$ cat src/rtl/cchm_pkg.sv
// ----------------------------------------------------------------------------
// cchm_pkg: shared types and constants of the compass heading monitor
// Fixed-point format of the heading, mode and item codes, status bundle and
// the compass sector helper.
// ----------------------------------------------------------------------------
`default_nettype none

package cchm_pkg;

   // Heading in 1/16 degree with extra fraction bits in the filter state.
   localparam int HEADING_FRAC_BITS = 8;
   localparam int HEAD_W            = 13;
   localparam int SMOOTH_W          = HEAD_W + HEADING_FRAC_BITS;
   localparam int DIFF_W            = SMOOTH_W + 1;
   localparam int SUM_W             = DIFF_W + 1;
   localparam int ALPHA_W           = 9;
   localparam int PROD_W            = DIFF_W + ALPHA_W + 1;
   localparam int ALPHA_SHIFT       = 8;

   localparam logic [HEAD_W-1:0] TURN_DEG16  = HEAD_W'(5760);
   localparam logic [13:0]       SECTOR_BIAS = 14'd360;
   localparam int                SECTOR_SPAN = 720;

   localparam logic [ALPHA_W-1:0] ALPHA_MAX = ALPHA_W'(256);

   localparam logic [1:0] CSR_ALPHA        = 2'd0;
   localparam logic [1:0] CSR_SAVE_HOLD    = 2'd1;
   localparam logic [1:0] CSR_WARN_CHECK   = 2'd2;
   localparam logic [1:0] CSR_WARN_DURATION = 2'd3;

   localparam logic [ALPHA_W-1:0] ALPHA_RESET        = ALPHA_W'(26);
   localparam logic [15:0]        SAVE_HOLD_RESET    = 16'd3000;
   localparam logic [15:0]        WARN_CHECK_RESET   = 16'd500;
   localparam logic [31:0]        WARN_DURATION_RESET = 32'd10000;

   typedef enum logic [1:0] {
      MODE_NORMAL = 2'd0,
      MODE_AUTO   = 2'd1,
      MODE_MANUAL = 2'd2
   } mode_type;

   typedef enum logic [1:0] {
      KIND_SAMPLE = 2'd0,
      KIND_MANUAL = 2'd1,
      KIND_START  = 2'd2
   } kind_type;

   typedef struct packed {
      logic     fully_calibrated;
      logic     save_offsets;
      mode_type mode;
      logic     quality_warning;
   } mon_status_type;

   // Eight-way sector of a heading in 1/16 degree: floor((h + 22.5 deg) / 45 deg) mod 8.
   function automatic logic [2:0] sector_of(input logic [HEAD_W-1:0] head);
      logic [13:0] biased;
      logic [3:0]  count;
      biased = 14'(head) + SECTOR_BIAS;
      count  = 4'd0;
      for (int k = 1; k <= 8; k++) begin
         if (biased >= 14'(SECTOR_SPAN * k)) begin
            count = count + 4'd1;
         end
      end
      return count[2:0];
   endfunction

endpackage

`default_nettype wire

$ cat src/rtl/cchm_filter.sv
// ----------------------------------------------------------------------------
// cchm_filter: circular exponential heading filter
// Holds the smoothed heading, steps it on sample items by alpha times the wrapped
// difference and reports the next heading and its compass sector.
// ----------------------------------------------------------------------------
`default_nettype none

module cchm_filter
   import cchm_pkg::*;
(
   input  wire logic                clock,
   input  wire logic                reset,
   input  wire logic                step,
   input  wire logic                is_sample,
   input  wire logic [HEAD_W-1:0]   raw_heading,
   input  wire logic [ALPHA_W-1:0]  alpha_q8,
   output logic      [HEAD_W-1:0]   heading,
   output logic      [2:0]          direction
);

   localparam logic [SMOOTH_W-1:0]      TURN   = SMOOTH_W'(TURN_DEG16) << HEADING_FRAC_BITS;
   localparam logic signed [DIFF_W-1:0] TURN_D = DIFF_W'(TURN);
   localparam logic signed [DIFF_W-1:0] HALF_D = DIFF_W'(TURN >> 1);
   localparam logic signed [SUM_W-1:0]  TURN_S = SUM_W'(TURN);

   logic [SMOOTH_W-1:0]        smooth_ff;
   logic [SMOOTH_W-1:0]        smooth_in;
   logic [HEAD_W-1:0]          raw_wrap;
   logic signed [DIFF_W-1:0]   diff_raw;
   logic signed [DIFF_W-1:0]   diff_wrap;
   logic [ALPHA_W-1:0]         alpha_eff;
   logic signed [PROD_W-1:0]   product;
   logic signed [DIFF_W-1:0]   delta;
   logic signed [SUM_W-1:0]    sum_raw;
   logic signed [SUM_W-1:0]    sum_wrap;

   always_comb begin
      raw_wrap  = (raw_heading >= TURN_DEG16) ? raw_heading - TURN_DEG16 : raw_heading;
      diff_raw  = signed'({1'b0, raw_wrap, {HEADING_FRAC_BITS{1'b0}}})
                - signed'({1'b0, smooth_ff});
      // fold into half a turn each way; exactly half a turn stays
      if (diff_raw > HALF_D) begin
         diff_wrap = diff_raw - TURN_D;
      end else if (diff_raw < -HALF_D) begin
         diff_wrap = diff_raw + TURN_D;
      end else begin
         diff_wrap = diff_raw;
      end
      alpha_eff = (alpha_q8 > ALPHA_MAX) ? ALPHA_MAX : alpha_q8;
      product   = PROD_W'(signed'({1'b0, alpha_eff})) * PROD_W'(diff_wrap);
      // arithmetic shift rounds toward minus infinity
      delta     = DIFF_W'(product >>> ALPHA_SHIFT);
      sum_raw   = SUM_W'(signed'({1'b0, smooth_ff})) + SUM_W'(delta);
      if (sum_raw < 0) begin
         sum_wrap = sum_raw + TURN_S;
      end else if (sum_raw >= TURN_S) begin
         sum_wrap = sum_raw - TURN_S;
      end else begin
         sum_wrap = sum_raw;
      end
      smooth_in = is_sample ? SMOOTH_W'(sum_wrap) : smooth_ff;
   end

   always_ff @(posedge clock) begin
      if (reset) begin
         smooth_ff <= '0;
      end else if (step) begin
         smooth_ff <= smooth_in;
      end
   end

   assign heading   = smooth_in[SMOOTH_W-1 -: HEAD_W];
   assign direction = sector_of(smooth_in[SMOOTH_W-1 -: HEAD_W]);

endmodule

`default_nettype wire

$ cat src/rtl/cchm_monitor.sv
// ----------------------------------------------------------------------------
// cchm_monitor: calibration timer, mode and quality warning
// Tracks how long full calibration has lasted, fires the save pulse, keeps
// the operating mode and evaluates the low quality warning at intervals.
// ----------------------------------------------------------------------------
`default_nettype none

module cchm_monitor
   import cchm_pkg::*;
(
   input  wire logic            clock,
   input  wire logic            reset,
   input  wire logic            step,
   input  wire logic [1:0]      kind,
   input  wire logic [1:0]      cal_sys,
   input  wire logic [1:0]      cal_gyro,
   input  wire logic [1:0]      cal_accel,
   input  wire logic [1:0]      cal_mag,
   input  wire logic [31:0]     now_ms,
   input  wire logic            stored_cal_valid,
   input  wire logic [15:0]     save_hold_ms,
   input  wire logic [15:0]     warning_check_ms,
   input  wire logic [31:0]     warning_duration_ms,
   output mon_status_type       status
);

   mode_type    mode_ff, mode_in;
   logic [31:0] stable_since_ff, stable_since_in;
   logic        stable_valid_ff, stable_valid_in;
   logic [31:0] last_check_ff, last_check_in;
   logic [31:0] low_since_ff, low_since_in;
   logic        low_valid_ff, low_valid_in;
   logic        warning_ff, warning_in;
   logic        full;
   logic        save;
   logic        low;
   logic [31:0] stable_since_t;
   logic [31:0] low_since_t;

   always_comb begin
      mode_in         = mode_ff;
      stable_since_in = stable_since_ff;
      stable_valid_in = stable_valid_ff;
      last_check_in   = last_check_ff;
      low_since_in    = low_since_ff;
      low_valid_in    = low_valid_ff;
      warning_in      = warning_ff;
      full            = 1'b0;
      save            = 1'b0;
      low             = (cal_sys < 2'd2) || (cal_mag < 2'd2);
      stable_since_t  = stable_since_ff;
      low_since_t     = low_since_ff;
      case (kind)
         KIND_SAMPLE: begin
            full = (cal_sys == 2'd3) && (cal_gyro == 2'd3)
                && (cal_accel == 2'd3) && (cal_mag == 2'd3);
            stable_since_t  = (full && !stable_valid_ff) ? now_ms : stable_since_ff;
            stable_since_in = stable_since_t;
            stable_valid_in = full;
            if (full && ((now_ms - stable_since_t) > 32'(save_hold_ms))) begin
               save            = 1'b1;
               mode_in         = MODE_NORMAL;
               stable_valid_in = 1'b0;
            end
            if ((now_ms - last_check_ff) >= 32'(warning_check_ms)) begin
               last_check_in = now_ms;
               if (mode_in == MODE_NORMAL && low) begin
                  low_since_t  = low_valid_ff ? low_since_ff : now_ms;
                  low_since_in = low_since_t;
                  low_valid_in = 1'b1;
                  if ((now_ms - low_since_t) > warning_duration_ms) begin
                     warning_in = 1'b1;
                  end
               end else begin
                  warning_in   = 1'b0;
                  low_valid_in = 1'b0;
               end
            end
         end
         KIND_MANUAL: begin
            mode_in = MODE_MANUAL;
         end
         KIND_START: begin
            if (!stored_cal_valid) begin
               mode_in = MODE_AUTO;
            end
         end
         default: begin
         end
      endcase
   end

   always_ff @(posedge clock) begin
      if (reset) begin
         mode_ff         <= MODE_NORMAL;
         stable_since_ff <= '0;
         stable_valid_ff <= 1'b0;
         last_check_ff   <= '0;
         low_since_ff    <= '0;
         low_valid_ff    <= 1'b0;
         warning_ff      <= 1'b0;
      end else if (step) begin
         mode_ff         <= mode_in;
         stable_since_ff <= stable_since_in;
         stable_valid_ff <= stable_valid_in;
         last_check_ff   <= last_check_in;
         low_since_ff    <= low_since_in;
         low_valid_ff    <= low_valid_in;
         warning_ff      <= warning_in;
      end
   end

   always_comb begin
      status.fully_calibrated = full;
      status.save_offsets     = save;
      status.mode             = mode_in;
      status.quality_warning  = warning_in;
   end

endmodule

`default_nettype wire

$ cat src/rtl/compass_heading_calibration_monitor.sv
// ----------------------------------------------------------------------------
// compass_heading_calibration_monitor: heading smoother and calibration monitor
// Input register, one pass of filter and monitor logic, result register.
// ----------------------------------------------------------------------------
// Takes one item per clock cycle while the result side is not stalled and
// returns one result per item via the input and result registers. A single
// compute stage holds the 10 x 22 bit filter multiply, its wrap corrections
// and 32-bit timer compares; each item sees the state left by the one before
// it. csr_ready is always high; csr_ registers act on the next item; the user
// writes them only while no item is in flight; the block does not enforce it.
`default_nettype none

module compass_heading_calibration_monitor
   import cchm_pkg::*;
(
   input  wire logic               clock,
   input  wire logic               reset,
   // configuration
   input  wire logic               csr_valid,
   output logic                    csr_ready,
   input  wire logic [1:0]         csr_index,
   input  wire logic [31:0]        csr_data,
   // input items
   input  wire logic               req_valid,
   output logic                    req_ready,
   input  wire logic [1:0]         req_kind,
   input  wire logic [12:0]        req_raw_heading,
   input  wire logic [1:0]         req_cal_sys,
   input  wire logic [1:0]         req_cal_gyro,
   input  wire logic [1:0]         req_cal_accel,
   input  wire logic [1:0]         req_cal_mag,
   input  wire logic [31:0]        req_now_ms,
   input  wire logic               req_stored_cal_valid,
   // results
   output logic                    rsp_valid,
   input  wire logic               rsp_ready,
   output logic [12:0]             rsp_filtered_heading,
   output logic [2:0]              rsp_direction,
   output logic                    rsp_fully_calibrated,
   output logic                    rsp_save_offsets,
   output logic [1:0]              rsp_mode,
   output logic                    rsp_quality_warning
);

   logic [ALPHA_W-1:0] alpha_ff;
   logic [15:0]        save_hold_ff;
   logic [15:0]        warn_check_ff;
   logic [31:0]        warn_duration_ff;

   logic               in_valid_ff, in_valid_in;
   logic [1:0]         kind_ff;
   logic [12:0]        raw_ff;
   logic [1:0]         cal_sys_ff, cal_gyro_ff, cal_accel_ff, cal_mag_ff;
   logic [31:0]        now_ff;
   logic               stored_ff;

   logic               out_valid_ff, out_valid_in;
   logic [12:0]        heading_ff;
   logic [2:0]         direction_ff;
   mon_status_type     status_ff;

   logic               req_xfer;
   logic               advance;
   logic               load_out;
   logic [HEAD_W-1:0]  heading_next;
   logic [2:0]         direction_next;
   mon_status_type     status_next;

   assign csr_ready = 1'b1;

   always_ff @(posedge clock) begin
      if (reset) begin
         alpha_ff         <= ALPHA_RESET;
         save_hold_ff     <= SAVE_HOLD_RESET;
         warn_check_ff    <= WARN_CHECK_RESET;
         warn_duration_ff <= WARN_DURATION_RESET;
      end else if (csr_valid) begin
         case (csr_index)
            CSR_ALPHA:         alpha_ff         <= csr_data[ALPHA_W-1:0];
            CSR_SAVE_HOLD:     save_hold_ff     <= csr_data[15:0];
            CSR_WARN_CHECK:    warn_check_ff    <= csr_data[15:0];
            CSR_WARN_DURATION: warn_duration_ff <= csr_data;
            default: begin
            end
         endcase
      end
   end

   // the result register frees up when empty or when its transfer completes
   assign advance   = !out_valid_ff || rsp_ready;
   assign load_out  = in_valid_ff && advance;
   assign req_ready = !in_valid_ff || advance;
   assign req_xfer  = req_valid && req_ready;

   always_comb begin
      in_valid_in = in_valid_ff;
      if (req_xfer) begin
         in_valid_in = 1'b1;
      end else if (load_out) begin
         in_valid_in = 1'b0;
      end
      out_valid_in = out_valid_ff;
      if (load_out) begin
         out_valid_in = 1'b1;
      end else if (rsp_ready) begin
         out_valid_in = 1'b0;
      end
   end

   always_ff @(posedge clock) begin
      if (reset) begin
         in_valid_ff  <= 1'b0;
         out_valid_ff <= 1'b0;
      end else begin
         in_valid_ff  <= in_valid_in;
         out_valid_ff <= out_valid_in;
      end
   end

   always_ff @(posedge clock) begin
      if (req_xfer) begin
         kind_ff      <= req_kind;
         raw_ff       <= req_raw_heading;
         cal_sys_ff   <= req_cal_sys;
         cal_gyro_ff  <= req_cal_gyro;
         cal_accel_ff <= req_cal_accel;
         cal_mag_ff   <= req_cal_mag;
         now_ff       <= req_now_ms;
         stored_ff    <= req_stored_cal_valid;
      end
      if (load_out) begin
         heading_ff   <= heading_next;
         direction_ff <= direction_next;
         status_ff    <= status_next;
      end
   end

   cchm_filter u_filter (
      .clock       (clock),
      .reset       (reset),
      .step        (load_out),
      .is_sample   (kind_ff == KIND_SAMPLE),
      .raw_heading (raw_ff),
      .alpha_q8    (alpha_ff),
      .heading     (heading_next),
      .direction   (direction_next)
   );

   cchm_monitor u_monitor (
      .clock               (clock),
      .reset               (reset),
      .step                (load_out),
      .kind                (kind_ff),
      .cal_sys             (cal_sys_ff),
      .cal_gyro            (cal_gyro_ff),
      .cal_accel           (cal_accel_ff),
      .cal_mag             (cal_mag_ff),
      .now_ms              (now_ff),
      .stored_cal_valid    (stored_ff),
      .save_hold_ms        (save_hold_ff),
      .warning_check_ms    (warn_check_ff),
      .warning_duration_ms (warn_duration_ff),
      .status              (status_next)
   );

   assign rsp_valid            = out_valid_ff;
   assign rsp_filtered_heading = heading_ff;
   assign rsp_direction        = direction_ff;
   assign rsp_fully_calibrated = status_ff.fully_calibrated;
   assign rsp_save_offsets     = status_ff.save_offsets;
   assign rsp_mode             = status_ff.mode;
   assign rsp_quality_warning  = status_ff.quality_warning;

`ifndef NO_ASSERTIONS
   a_save_normal: assert property (@(posedge clock) disable iff (reset)
      out_valid_ff && status_ff.save_offsets |-> status_ff.mode == MODE_NORMAL)
      else $error("save pulse without normal mode");

   a_save_full: assert property (@(posedge clock) disable iff (reset)
      out_valid_ff && status_ff.save_offsets |-> status_ff.fully_calibrated)
      else $error("save pulse without full calibration");

   a_heading_range: assert property (@(posedge clock) disable iff (reset)
      out_valid_ff |-> heading_ff < TURN_DEG16)
      else $error("filtered heading beyond one turn");

   a_stall_only: assert property (@(posedge clock) disable iff (reset)
      !req_ready |-> in_valid_ff && out_valid_ff && !rsp_ready)
      else $error("input held off without a stalled result");

   a_load_result: assert property (@(posedge clock) disable iff (reset)
      load_out |=> out_valid_ff)
      else $error("computed item did not reach the result register");
`endif

endmodule

`default_nettype wire
$ cat config.mk
export PLATFORM = sky130hd
export DESIGN_NAME = compass_heading_calibration_monitor
export DESIGN_NICKNAME = d
export VERILOG_FILES = /design/src/rtl/cchm_pkg.sv /design/src/rtl/cchm_filter.sv /design/src/rtl/cchm_monitor.sv /design/src/rtl/compass_heading_calibration_monitor.sv
export SDC_FILE = /design/constraint.sdc
export NUM_CORES = 1
export LEC_CHECK = 0
export ABC_AREA = 1
export BUFFER_PORTS_ARGS = -buffer_cell sky130_fd_sc_hd__buf_2
export CAP_MARGIN = 20
export CELL_PAD_IN_SITES_DETAIL_PLACEMENT = 0
export CELL_PAD_IN_SITES_GLOBAL_PLACEMENT = 1
export CORE_MARGIN = 2
export CORE_UTILIZATION = 35
export DETAILED_ROUTE_END_ITERATION = 8
export HOLD_SLACK_MARGIN = 0.02
export PLACE_DENSITY_LB_ADDON = 0.12
export SYNTH_ARGS = -nofsm -noshare
export SYNTH_HDL_FRONTEND = slang
export SYNTH_SLANG_ARGS = --single-unit
export TNS_END_PERCENT = 5
$ cat constraint.sdc
create_clock -name clock -period 17.6 [get_ports clock]
set_clock_uncertainty 0.05 [all_clocks]
set_input_delay 1.76 -clock clock [delete_from_list [all_inputs] [get_ports clock]]
set_output_delay 1.76 -clock clock [all_outputs]
set_load 0.005 [all_outputs]
==> metrics.cfg <==
[run_status]
outcome=complete, no violations

[floorplan]
fp.dieW_um=279
initial_core_util_pct=35.4
die_area_um2=77600
row_count=100
coreArea_um2=74600
ios=119
fp.dieH_um=279

[setup_path]
crit_buf_inv=14
worst_setup_path_end_kind=flop
path_delay_family=adder cells
required_ns=17.87
critPathMaxFanout=7
crit_top_cell=nand2_1
crit_type=flop to flop
r2r_setup_slack_ns=1.79
startpoint_type=flop
critPathArrivalTime_ns=16.07
slowest_stage=fa_1
critPathMaxStageDelay_ns=0.54

[sta]
finalWorstPathRequiredPeriod_ns=15.81
post-route-period-util_pct=89.8
relSlewSlack_pct=31.1
max_freq_mhz=63.3
finalHoldViolCount=0
tightest_slew_ns=1.02
rsz0062_at_grt=no
setup_viol_count_final=0
maxSlewViolCount=0
finalSetupTns_ns=0

[detailed_routing]
drt_iter0_markers=1301
drt-total-wl_um=75700
via_per_inst=4.76
ant_nets=0
dr.pass1.iters=7
vias=22435
post_drt_wl_per_cell_um=16.1
route.detailed.drc=0

[global_routing]
grt_pass1_vias=21970
grt_max_degree=70
track_usage_pct=19.7
globalRoute.totalOverflow=0
grt_first_pass_wirelength_um=122000
antenna_found_initial=1

[placed_design]
dp_hpwl_um=59900
port_buffers=117
gp_congestion=0.843

[layout]
syn_to_final_growth_pct=10.8
drive_gt1_share_pct=7.29
nets=4243
diodes=0

[yosys]
synth_top_area_cell=dfxtp_1
yosysTopAreaCellShare_pct=14.9
yosysSeqAreaShare_pct=23.7
synth_edf_count=77
syn_inst=3628
synth_area_leaders=dfxtp_1 15%, ha_1 13%, fa_1 12%, nand2_1 11%, inv_1 9.6%
syn_area_per_cell_um2=7.28
syn_area_um2=26400
yosys_warnings=0
ys_types=62
synth_seq_cells=274
ys.flop_type=dfxtp_1
synth_nets=4156
synthArstFlopShare_pct=0

[clock_tree]
clkLatencyLatePin_ns=0.58
postCtsSetupBuffers=0
cts_tree=done
clockBufferDepth=3
cts_made_buffers=38
cts_resized=0
cts_hold_buf=0
clock-root-buffer=clkbuf_16
clkSinkCount=274
clkTransAtPathRegs_ns=0.06
htreeDepth=2

[worst_hold_path]
hp-class=flop to flop

[run]
maxCapViolations=0

-- cell type report --
class	count	area, µm²
sequential	274	6260
clock inverter	20	223
inverter	689	2590
fill	7916	45300
clock buffer	49	1020
timing repair buffer	138	743
tap	969	1210
multi-input combinational	2574	17200
-- routing by layer --
metal  vias to the layer above  global-route usage [%]  share of wire, %  wire [µm]
met5                         -                       0                 0          0
met4                         0                    3.36               1.3        981
met3                        56                    2.33               3.5       2660
met2                       278                    31.7                45      33800
met1                     10310                    28.7                51      38300
li1                      11791                       -                 -          -
-- logic make-up (layout without fill, tap and decap cells) --
family,Yosys count,after routing,synth area share [%]
simple gates,1348,1348,21.6
buf+inv,780,896,11.2
compound gates,647,647,13.5
fa+ha+maj,433,433,25.1
flops,274,274,23.7
xor+xnor,145,145,4.90
other cells,1,1,0.0142
-- layout by cell type, fill, tap and decap left out, types with 12 or more instances in the layout --
| cell type | instances |
|---|---|
| o21ai_0 | 209 |
| dfxtp_1 | 196 |
| nand3_1 | 169 |
| nor2_1 | 238 |
| nor4_1 | 12 |
| xor2_1 | 99 |
| nand2_2 | 18 |
| buf_4 | 21 |
| xnor2_1 | 43 |
| edfxtp_1 | 77 |
| a21oi_1 | 315 |
| buf_2 | 117 |
| nor3_1 | 19 |
| nand2_1 | 801 |
| nand4_1 | 37 |
| ha_1 | 273 |
| fa_1 | 160 |
| o211ai_1 | 57 |
| inv_1 | 672 |
| clkbuf_16 | 38 |
-- state kept, by name, summed over array words and instances, names as in the netlist, 9 cells and up --
register	cells
alpha_ff	9
now_ff	32
raw_ff	13
rsp_filtered_heading	13
save_hold_ff	16
u_filter.smooth_ff	21
u_monitor.last_check_ff	32
u_monitor.low_since_ff	32
u_monitor.stable_since_ff	32
warn_check_ff	16
warn_duration_ff	32
-- Yosys cell counts, types with 2 or more instances --
| cell | instances |
|---|---|
| ha_1 | 273 |
| nand2_4 | 5 |
| a211oi_1 | 11 |
| dfxtp_1 | 197 |
| inv_1 | 674 |
| o22ai_1 | 2 |
| buf_2 | 8 |
| nand3_1 | 169 |
| nand3_2 | 9 |
| nor2_2 | 6 |
| a21boi_0 | 3 |
| nand2_1 | 802 |
| nand3_4 | 2 |
| fa_1 | 160 |
| o21ai_1 | 6 |
| xor2_1 | 99 |
| clkbuf_1 | 74 |
| o2111ai_1 | 5 |
| or2_2 | 11 |
| edfxtp_1 | 77 |
| o211ai_1 | 57 |
| o21ai_0 | 209 |
| buf_1 | 7 |
| or2_1 | 3 |
| and2_1 | 5 |
| a221oi_1 | 4 |
| nor3_1 | 19 |
| clkinv_1 | 5 |
| nand4_1 | 37 |
| nor4_1 | 12 |
| o21bai_1 | 11 |
| xor2_2 | 2 |
| inv_2 | 10 |
| o221ai_1 | 2 |
| a31oi_1 | 7 |
| nand3b_1 | 4 |
| a21oi_1 | 315 |
| nor4b_1 | 2 |
| a21o_1 | 4 |
| xnor2_1 | 43 |
| nor2_1 | 240 |
| nand2_2 | 17 |
-- through the flow --
step | instance area [µm²] | hold slack [ns] | setup slack, ns | utilization, % | std cells
floorplan | 26400 | 0.376 | 3.57 | - | 3628
global placement | 28000 | 0.387 | 2.07 | 37.6 | 4644
detailed placement | 28000 | 0.390 | 1.79 | 37.6 | 4644
CTS | 29300 | 0.398 | 1.77 | 39.2 | 4713
global route | 29300 | 0.415 | 0.362 | 39.2 | 4713
finish | 29300 | 0.394 | 1.79 | 39.2 | 4713
-- worst reg2reg max path: cells and delay by family (launching register included) --
kind                       cells  cell delay [ns]
adders and majority gates     15             5.19
and+or+nand+nor               46             5.11
AOI/OAI and AO/OA             12             2.24
xor gates and xnor gates       5             1.44
buffers and inverters         14             1.15
DFF                            1             0.39
-- worst paths after layout --
path / cells after the start / startpoint / to
worst min-delay path: 2 / u_monitor.low_since_ff[16] / u_monitor.low_since_ff[16]
worst max register to register: 92 / raw_ff[7] / rsp_direction[2]
worst min register to register: 2 / u_monitor.low_since_ff[16] / u_monitor.low_since_ff[16]
worst max-delay path: 92 / raw_ff[7] / rsp_direction[2]
Power is not shown: default switching activity piles up to over one toggle a cycle in this logic, so the estimate is an artifact.
